$ cat config.mk
export PLATFORM = sky130hd
export DESIGN_NAME = time_sorted_event_queue_unit
export DESIGN_NICKNAME = d
export VERILOG_FILES = /design/src/tseq_pkg.sv /design/src/tseq_cell.sv /design/src/time_sorted_event_queue_unit.sv
export SDC_FILE = /design/constraint.sdc
export NUM_CORES = 2
export LEC_CHECK = 0
export ABC_AREA = 1
export BUFFER_PORTS_ARGS = -buffer_cell sky130_fd_sc_hd__buf_4
export CORE_MARGIN = 3
export CORE_UTILIZATION = 60
export CTS_BUF_LIST = sky130_fd_sc_hd__clkbuf_8
export DETAILED_ROUTE_END_ITERATION = 8
export GPL_ROUTABILITY_DRIVEN = 0
export PLACE_DENSITY_LB_ADDON = 0.1
export REMOVE_ABC_BUFFERS = 1
export SETUP_SLACK_MARGIN = 0.4
export SYNTH_ARGS = -nofsm -noshare
export SYNTH_HDL_FRONTEND = slang
export SYNTH_HIERARCHICAL = 1
export SYNTH_SLANG_ARGS = --single-unit
$ cat constraint.sdc
create_clock -name clk -period 4.4 [get_ports clk]
set_input_delay 0.22 -clock clk [delete_from_list [all_inputs] [get_ports clk]]
set_output_delay 0.22 -clock clk [all_outputs]
set_load 0.02 [all_outputs]
$ cat src/tseq_pkg.sv
package tseq_pkg;

    localparam int DEFAULT_QUEUE_DEPTH = 16;

    localparam int TIME_W = 17;
    localparam int VISITOR_W = 16;
    localparam int RIDE_W = 8;
    localparam int STATUS_W = 2;
    localparam int COUNT_OUT_W = 5;

    localparam logic OP_INSERT = 1'b0;
    localparam logic OP_POP = 1'b1;

    localparam logic [STATUS_W-1:0] STATUS_OK = 2'd0;
    localparam logic [STATUS_W-1:0] STATUS_EMPTY = 2'd1;
    localparam logic [STATUS_W-1:0] STATUS_FULL = 2'd2;

    typedef struct packed {
        logic                 op;
        logic [TIME_W-1:0]    event_time;
        logic [VISITOR_W-1:0] visitor_id;
        logic [RIDE_W-1:0]    ride_index;
    } req_t;

    typedef struct packed {
        logic [STATUS_W-1:0]    status;
        logic [TIME_W-1:0]      out_time;
        logic [VISITOR_W-1:0]   out_visitor;
        logic [RIDE_W-1:0]      out_ride;
        logic [COUNT_OUT_W-1:0] entry_count;
    } rsp_t;

    typedef struct packed {
        logic [TIME_W-1:0]    event_time;
        logic [VISITOR_W-1:0] visitor_id;
        logic [RIDE_W-1:0]    ride_index;
    } entry_t;

    typedef struct packed {
        logic              insert;
        logic              pop;
        logic [TIME_W-1:0] event_time;
    } cell_ctrl_t;

endpackage

$ cat src/tseq_cell.sv
module tseq_cell #(
    parameter int COUNT_W = 5,
    parameter int INDEX = 0
) (
    input  logic                clk,
    input  tseq_pkg::cell_ctrl_t ctrl,
    input  tseq_pkg::entry_t    new_entry,
    input  logic [COUNT_W-1:0]  count,
    input  tseq_pkg::entry_t    left_entry,
    input  logic                left_sel,
    input  tseq_pkg::entry_t    right_entry,
    output tseq_pkg::entry_t    entry,
    output logic                sel
);
    import tseq_pkg::*;

    localparam logic [COUNT_W-1:0] MY_INDEX = COUNT_W'(INDEX);

    entry_t entry_reg;
    entry_t entry_next;
    logic   occupied;

    // A cell is selected when it holds a later time than the new one or lies
    // beyond the stored entries; selection is monotonic along the row.
    assign occupied = MY_INDEX < count;
    assign sel = occupied ? (entry_reg.event_time > ctrl.event_time) : 1'b1;

    always_comb
    begin
        entry_next = entry_reg;
        if (ctrl.insert && sel)
        begin
            entry_next = left_sel ? left_entry : new_entry;
        end
        else if (ctrl.pop)
        begin
            entry_next = right_entry;
        end
    end

    always_ff @(posedge clk)
    begin
        entry_reg <= entry_next;
    end

    assign entry = entry_reg;

endmodule

$ cat src/time_sorted_event_queue_unit.sv
// Time-sorted event queue built as a row of cells, one entry per cell.
// Requests arrive on req (req_valid/req_stall); op selects insert or pop.
// Every request yields exactly one response on rsp (rsp_valid/rsp_stall)
// carrying a status, the popped entry (zero unless a pop succeeded) and the
// entry count after the request.
// Each cell compares its own time with the new time and shifts by itself, so
// a request is completed in the cycle it is accepted and its response is
// presented from the output register in the following cycle.
// Throughput is one request per cycle while the receiver takes responses.
// When a response is held by rsp_stall, req_stall rises and no further
// transfer is taken until the response register is free again.
// Equal times leave in arrival order. A pop when empty or an insert when
// full is flagged in the status and leaves the queue unchanged.
// Reset empties the queue and clears the response valid; no clearing pass
// is needed, so requests are accepted in the first cycle after reset.
module time_sorted_event_queue_unit #(
    parameter int QUEUE_DEPTH = tseq_pkg::DEFAULT_QUEUE_DEPTH
) (
    input  logic          clk,
    input  logic          rst_n,
    input  logic          req_valid,
    output logic          req_stall,
    input  tseq_pkg::req_t req,
    output logic          rsp_valid,
    input  logic          rsp_stall,
    output tseq_pkg::rsp_t rsp
);
    import tseq_pkg::*;

    localparam int COUNT_W = $clog2(QUEUE_DEPTH + 1);
    localparam logic [COUNT_W-1:0] FULL_COUNT = COUNT_W'(QUEUE_DEPTH);

    logic [COUNT_W-1:0] count_reg;
    logic [COUNT_W-1:0] count_next;
    logic               rsp_valid_reg;
    rsp_t               rsp_reg;
    rsp_t               rsp_next;

    logic       accept;
    logic       is_full;
    logic       is_empty;
    cell_ctrl_t ctrl;
    entry_t     new_entry;
    entry_t     cell_entry [QUEUE_DEPTH];
    logic       cell_sel [QUEUE_DEPTH];
    logic [COUNT_W+COUNT_OUT_W-1:0] count_ext;

    assign req_stall = rsp_valid_reg && rsp_stall;
    assign accept = req_valid && !req_stall;
    assign is_full = count_reg == FULL_COUNT;
    assign is_empty = count_reg == '0;

    assign new_entry.event_time = req.event_time;
    assign new_entry.visitor_id = req.visitor_id;
    assign new_entry.ride_index = req.ride_index;

    assign ctrl.insert = accept && (req.op == OP_INSERT) && !is_full;
    assign ctrl.pop = accept && (req.op == OP_POP) && !is_empty;
    assign ctrl.event_time = req.event_time;

    genvar gi;
    generate
        for (gi = 0; gi < QUEUE_DEPTH; gi++)
        begin : g_cell
            entry_t left_e;
            logic   left_s;
            entry_t right_e;

            if (gi == 0)
            begin : g_first
                assign left_e = new_entry;
                assign left_s = 1'b0;
            end
            else
            begin : g_inner
                assign left_e = cell_entry[gi-1];
                assign left_s = cell_sel[gi-1];
            end

            if (gi == QUEUE_DEPTH - 1)
            begin : g_last
                assign right_e = cell_entry[gi];
            end
            else
            begin : g_body
                assign right_e = cell_entry[gi+1];
            end

            tseq_cell #(
                .COUNT_W(COUNT_W),
                .INDEX(gi)
            ) u_cell (
                .clk(clk),
                .ctrl(ctrl),
                .new_entry(new_entry),
                .count(count_reg),
                .left_entry(left_e),
                .left_sel(left_s),
                .right_entry(right_e),
                .entry(cell_entry[gi]),
                .sel(cell_sel[gi])
            );
        end
    endgenerate

    always_comb
    begin
        count_next = count_reg;
        if (ctrl.insert)
        begin
            count_next = count_reg + COUNT_W'(1);
        end
        else if (ctrl.pop)
        begin
            count_next = count_reg - COUNT_W'(1);
        end
    end

    assign count_ext = {{COUNT_OUT_W{1'b0}}, count_next};

    always_comb
    begin
        rsp_next = '0;
        rsp_next.entry_count = count_ext[COUNT_OUT_W-1:0];
        if (req.op == OP_POP)
        begin
            if (is_empty)
            begin
                rsp_next.status = STATUS_EMPTY;
            end
            else
            begin
                rsp_next.status = STATUS_OK;
                rsp_next.out_time = cell_entry[0].event_time;
                rsp_next.out_visitor = cell_entry[0].visitor_id;
                rsp_next.out_ride = cell_entry[0].ride_index;
            end
        end
        else
        begin
            rsp_next.status = is_full ? STATUS_FULL : STATUS_OK;
        end
    end

    always_ff @(posedge clk or negedge rst_n)
    begin
        if (!rst_n)
        begin
            count_reg <= '0;
            rsp_valid_reg <= 1'b0;
        end
        else
        begin
            count_reg <= count_next;
            if (accept)
            begin
                rsp_valid_reg <= 1'b1;
            end
            else if (!rsp_stall)
            begin
                rsp_valid_reg <= 1'b0;
            end
        end
    end

    always_ff @(posedge clk)
    begin
        if (accept)
        begin
            rsp_reg <= rsp_next;
        end
    end

    assign rsp_valid = rsp_valid_reg;
    assign rsp = rsp_reg;

endmodule
# Word level (Yosys, flattened, before mapping)
# Cells that the tools add are included.
# word_totals
reg_bits	710
input_bits	46
# classes
reduce_logical	42
eq_ne	2
bitwise	1
addsub	2
n_lt_le_gt_ge	32
mux	68
# op_table
op	count
41-bit 2-to-1 mux	45
17-bit greater-than comparator	16
4-bit by 5-bit less-than comparator with 1-bit output, first input constant	8
2-bit nonzero test	15
1-bit logical AND	22
3-bit by 5-bit less-than comparator with 1-bit output, first input constant	4
1-bit 2-to-1 mux	19
1-bit by 5-bit less-than comparator with 1-bit output, first input constant	2
2-bit by 5-bit less-than comparator with 1-bit output, first input constant	2
5-bit 2-to-1 mux	2
5-bit by 1-bit adder with 5-bit output, second input constant	1
5-bit == test, second input constant	1
5-bit zero test	1
5-bit by 1-bit subtractor with 5-bit output, second input constant	1
2-bit 2-to-1 mux	2
1-bit zero test	3
2-bit by 1-bit inequality test with 1-bit output, second input constant	1
2-bit OR reduction	1
1-bit NOT	1

# Depth between registers and ports, before layout
# logic_depth
depth_word	7
ltp_mapped	18
mapped_depth_nobuf	15

# Cells and area by module
# Netlist, hierarchy kept.
# by_module_without_submodules
module	n_inst	seq_area_each_um2	cells_each	area_each_um2
tseq_cell at g_cell[12].u_cell ...	2	1231.2	314	2857.7
tseq_cell at g_cell[6].u_cell	1	1231.2	313	3143.0
tseq_cell at g_cell[5].u_cell	1	1231.2	312	2992.9
tseq_cell at g_cell[14].u_cell	1	1231.2	313	2899.0
tseq_cell at g_cell[7].u_cell	1	1231.2	315	2887.8
tseq_cell at g_cell[11].u_cell	1	1231.2	315	2872.8
tseq_cell at g_cell[10].u_cell	1	1231.2	314	2859.0
tseq_cell at g_cell[2].u_cell	1	1231.2	312	2856.5
tseq_cell at g_cell[0].u_cell	1	1231.2	315	2854.0
tseq_cell at g_cell[13].u_cell	1	1231.2	312	2854.0
tseq_cell at g_cell[8].u_cell	1	1231.2	314	2854.0
tseq_cell at g_cell[1].u_cell	1	1231.2	312	2852.7
tseq_cell at g_cell[9].u_cell	1	1231.2	315	2852.7
tseq_cell at g_cell[3].u_cell	1	1231.2	312	2851.5
+2 rows	-	-	-	-

# Worst setup path after synthesis
# Ideal clock, no wire load.
# synth_timing
path_type	register -> register
startpoint	register count_reg[1]
endpoint	register g_cell[11].u_cell.entry_reg, in the netlist g_cell[11].u_cell/entry[0] (enable)
period_less_slack_ns	3.011
setup_ns	0.399
path_stages_with_launch	10
t_required_ns	4.001
arrival_time_ns	2.612
n_path_buf	2
slack_ns	1.389
cell_sequence	dfrtp_1 > inv_1 > ha_1 > nand3_2 > nand2_2 > inv_2 > clkbuf_1 > nand2_4 > buf_6 > nand2_1
# synth_lines
element	line_no	text
from (decl)	time_sorted_event_queue_unit.sv:33	logic [COUNT_W-1:0] count_reg;
from (signal assigned)	time_sorted_event_queue_unit.sv:154	count_reg <= count_next;
to (signal assigned)	tseq_cell.sv:43	entry_reg <= entry_next;
to (decl)	tseq_cell.sv:19	entry_t entry_reg;

==> metrics list <==
- Run status: completed
* I/O pin total: between 90 and 100
- The worst hold path begins at req[3].
* Initial Util: 0.6092
- Share of power burned in the clock network: 0.207
- Timing would allow up to between 0.3 and 0.4 GHz.
- Highest fanout seen on the critical path: ~130
* Final worst-path cycle share: 0.7207
- Clk sinks: 710
- The number of buffers and inverters on the critical path is 4.
- Overall via count from detail_route: between 30000 and 40000
- The count of endpoints failing hold in the final timing report came to 0.
* Type of origin of the critical path: flip-flop
- On the critical path the largest part of the delay comes from buffers and inverters.
- Post-Route Skew: roughly 0.043 ns
- After detailed routing, the number of vias per cell comes to ~5.5.
- For this run, design rule violations remaining after detail routing come to 0.
* R2r startpoint: count_reg[1]
- Proportion of synthesized area in mux cells: 0.1525
- Count of input and output buffers: 95
- The clock passes through at most 3 buffers.
- Number of global-route vias before repair: around 34000
- The worst path needs between 3 and 4 ns of the cycle, external delays included.
- DR iter-0 viols: roughly 2700
* Cell breakdown of the critical path: inv_1, ha_1, nand3_2, nand2_2, inv_8, buf_12, buf_12, nand3_1, nand2_1
- Syn Std Cell Area: slightly below 50000 um2
- Distinct cell type count of the synthesized netlist: 44
- Measured on the finished design, the core utilization comes to 0.6512.
- The Yosys step of the flow raised 6 warnings.
- Die extent in y: a little under 300 um
* Cell count after synthesis: ~5200
- Leak Pwr: roughly 0.024 uW
* Core Region: 79520 um2
- For this run, the slowest stage of the critical path takes 0.76 ns.
- Normalized max-slew margin: 0.2916
* Number of levels in the clock H-tree: 4
* Crit path capture type: flip-flop
- Data required time at the worst endpoint: slightly above 5 ns
- Of the total synthesized cell area, the portion taken by full adders, half adders and majority gates is 0.07078.
- The first detailed-routing pass took 6 iterations.
- Of the total synthesized cell area, the portion taken by XOR and XNOR cells is 0.0005425.
* Maximum number of pins on one net before global-route repair: 132
* Slowest stage cell on the critical path: dfrtp_1
- Clock Pin Slew Worst Setup and Hold Paths: about 0.06 ns
* Later-pin clock latency in the skew report: 0.78 ns
- Area fraction in and, or, nand and nor cells after synthesis: 0.2466
- Clock tree from TritonCTS: yes
- GRT Residual Overflow: 0
- Post-CTS Setup Repair Bufs: 0
* Worst hold path type: primary input to flip-flop
- Switching power summed over all nets: 10100 uW
- Each instance of the synthesized netlist takes up on average between 9 and 10 um2.
- The max-slew violation total from the final report is 0.
* Die X: slightly below 300 um
* Count of nets left with antenna violations after detail routing: 0
- After synthesis, the largest family of logic cells by area is simple AND/OR/NAND/NOR gates.
- The die covers between 80000 and 90000 um2.
- # setup viols final: 0
* Worst path arrival time: between 3 and 4 ns
- TritonCTS created 130 clock buffers.
- Counting flops with a built-in enable in the synthesized netlist gives slightly above 700.
* Placed wire-length estimate: approximately 74000 um
- Across every metal layer, demand over resource in global routing totals 0.2489.
- Number of antenna violations at the first check in global routing: 2
- Among all cell types in the netlist, the one instantiated most often is nand2_1.
- Post-layout power: between 20000 and 30000 uW
- The internal power of the cells totals 17420 uW.
- Max-Cap Viols: 0
- Setup crit start: count_reg[1]
* Actual slew at the worst max-slew pin: about 1.1 ns
- Number of cell rows: 103
- The first global-routing pass estimated 176700 um of wire.
* Fraction of power consumed by sequential logic: 0.392
* Post-DR wirelength/cell: 16.69 um
* Portion of the post-synthesis area used by sequential elements: 0.4395
- Part of the total power dissipated in combinational logic: 0.401
* Worst Setup Path Type: flip-flop to flip-flop
- Clock root buffer: clkbuf_8
- In the post-synthesis netlist, the biggest area contributors are edfxtp_1, mux2_2, nand2_1.
* Async set-reset flop share out of synthesis: 0.008451
- Share of final-layout standard cells stronger than drive strength 1: 0.2270
- IR drop worst, VDD: about 320 uV
- Max FFs per register: roughly 660
- Power density over the cells: approximately 530 nW/um2
* Biggest area consumer among synthesized cells: edfxtp_1
* Top cells by instance count after synthesis: nand2_1, edfxtp_1, nand3_1
- Counting flops and latches in the post-synthesis netlist gives 710.
- In this design, the critical path's most frequently occurring cell is buf_12.
- Switch share: 0.3669
- The routed design has roughly 110000 um of wire.
* Unrepaired setup endpoints after global routing: false
* Fraction of the mapped netlist area in compound gates: 0.01304
- The share of synthesized area in the top cell type comes to 0.4364.
- The most used flip-flop cell after synthesis is edfxtp_1.
- In the final design database the tool counted roughly 5600 nets.
* Area delta synth->final: 6.905%
## per-layer routing
layer  GRT usage  vias up  wire length, um
li1            -    17690                -
met1      0.3640    15980            50910
met3     0.03306      134             6119
met5           0        -                0
met4     0.06885        0             1888
met2      0.3904     1053            47520
## layout by cell type, fill, tap and decap left out, types with 74 or more instances in the layout
cell	instances
nand3_1	695
nor2_1	126
edfxtp_1	704
clkbuf_8	137
inv_1	501
ha_1	274
a21oi_1	74
nand2_2	114
nand2_1	1624
mux2_2	656
buf_4	159
## final timing paths
| check | endpoint | slack [ns] | cells past startpoint |
|---|---|---|---|
| worst max-delay path | g_cell[14].u_cell/entry[36] | 1.23 | 9 |
| worst min-delay path | g_cell[3].u_cell/entry[3] | 0.1 | 4 |
| worst max register to register | g_cell[14].u_cell/entry[36] | 1.23 | 9 |
| worst min register to register | g_cell[3].u_cell/entry[21] | 0.53 | 2 |
| max in group asynchronous | count_reg[1] | 3.71 | 3 |
| min in group asynchronous | count_reg[0] | 0.42 | 3 |
## cell families (layout without fill, tap and decap cells)
| kind of cell | after synthesis | in the layout |
|---|---|---|
| xor+xnor | 3 | 3 |
| other cells | 1 | 4 |
| buf+inv | 766 | 880 |
| fa+ha+maj | 274 | 274 |
| simple gates | 2693 | 2693 |
| flops | 710 | 710 |
| mux | 656 | 656 |
| compound gates | 108 | 108 |
## power groups by stage
stage	Combinational, uW	Sequential (uW)	Clock [uW]
2_1_floorplan	8400	10600	0
3_3_place_gp	10800	10800	0
3_5_place_dp	10900	10900	0
4_1_cts	11000	10800	5880
5_1_grt	12300	11000	6150
6_report	11000	10800	5700
## through the flow
stage               std cells  hold WS, ns  setup WS [ns]  TNS [ns]  cell area (um2)
floorplan                4919     -0.07559         -5.483  -6120.74            46490
global placement         6144      0.03636          1.195         0            49360
detailed placement       6144      0.03727          1.123         0            49360
CTS                      6375     0.002428          1.233         0            51770
global route             6377      0.06611          1.035         0            51780
finish                   6378      0.09505          1.229         0            51780
## layout make-up
class	instances	area [um2]
Fill cell	6556	27730
Multi-Input combinational cell	3735	23460
Sequential cell	710	21290
Clock buffer	137	1886
Inverter	474	1787
Timing Repair Buffer	187	1634
Tap cell	1050	1314
Clock inverter	82	404.1
Antenna cell	3	7.507
## timing repair
| item | CTS | global route |
|---|---|---|
| hold buffers | 12 | 0 |
| resized for setup | 0 | 0 |
| hold endpoints to repair | 25 | 0 |
## worst reg2reg max path, cell delays in order, from the launching register on
cell and delay [ns]:
dfrtp_1 0.76, inv_1 0.15, ha_1 0.29, nand3_2 0.12
nand2_2 0.16, inv_8 0.33, buf_12 0.31, buf_12 0.47
nand3_1 0.36, nand2_1 0.11
Power figures use the tool's default switching activity.
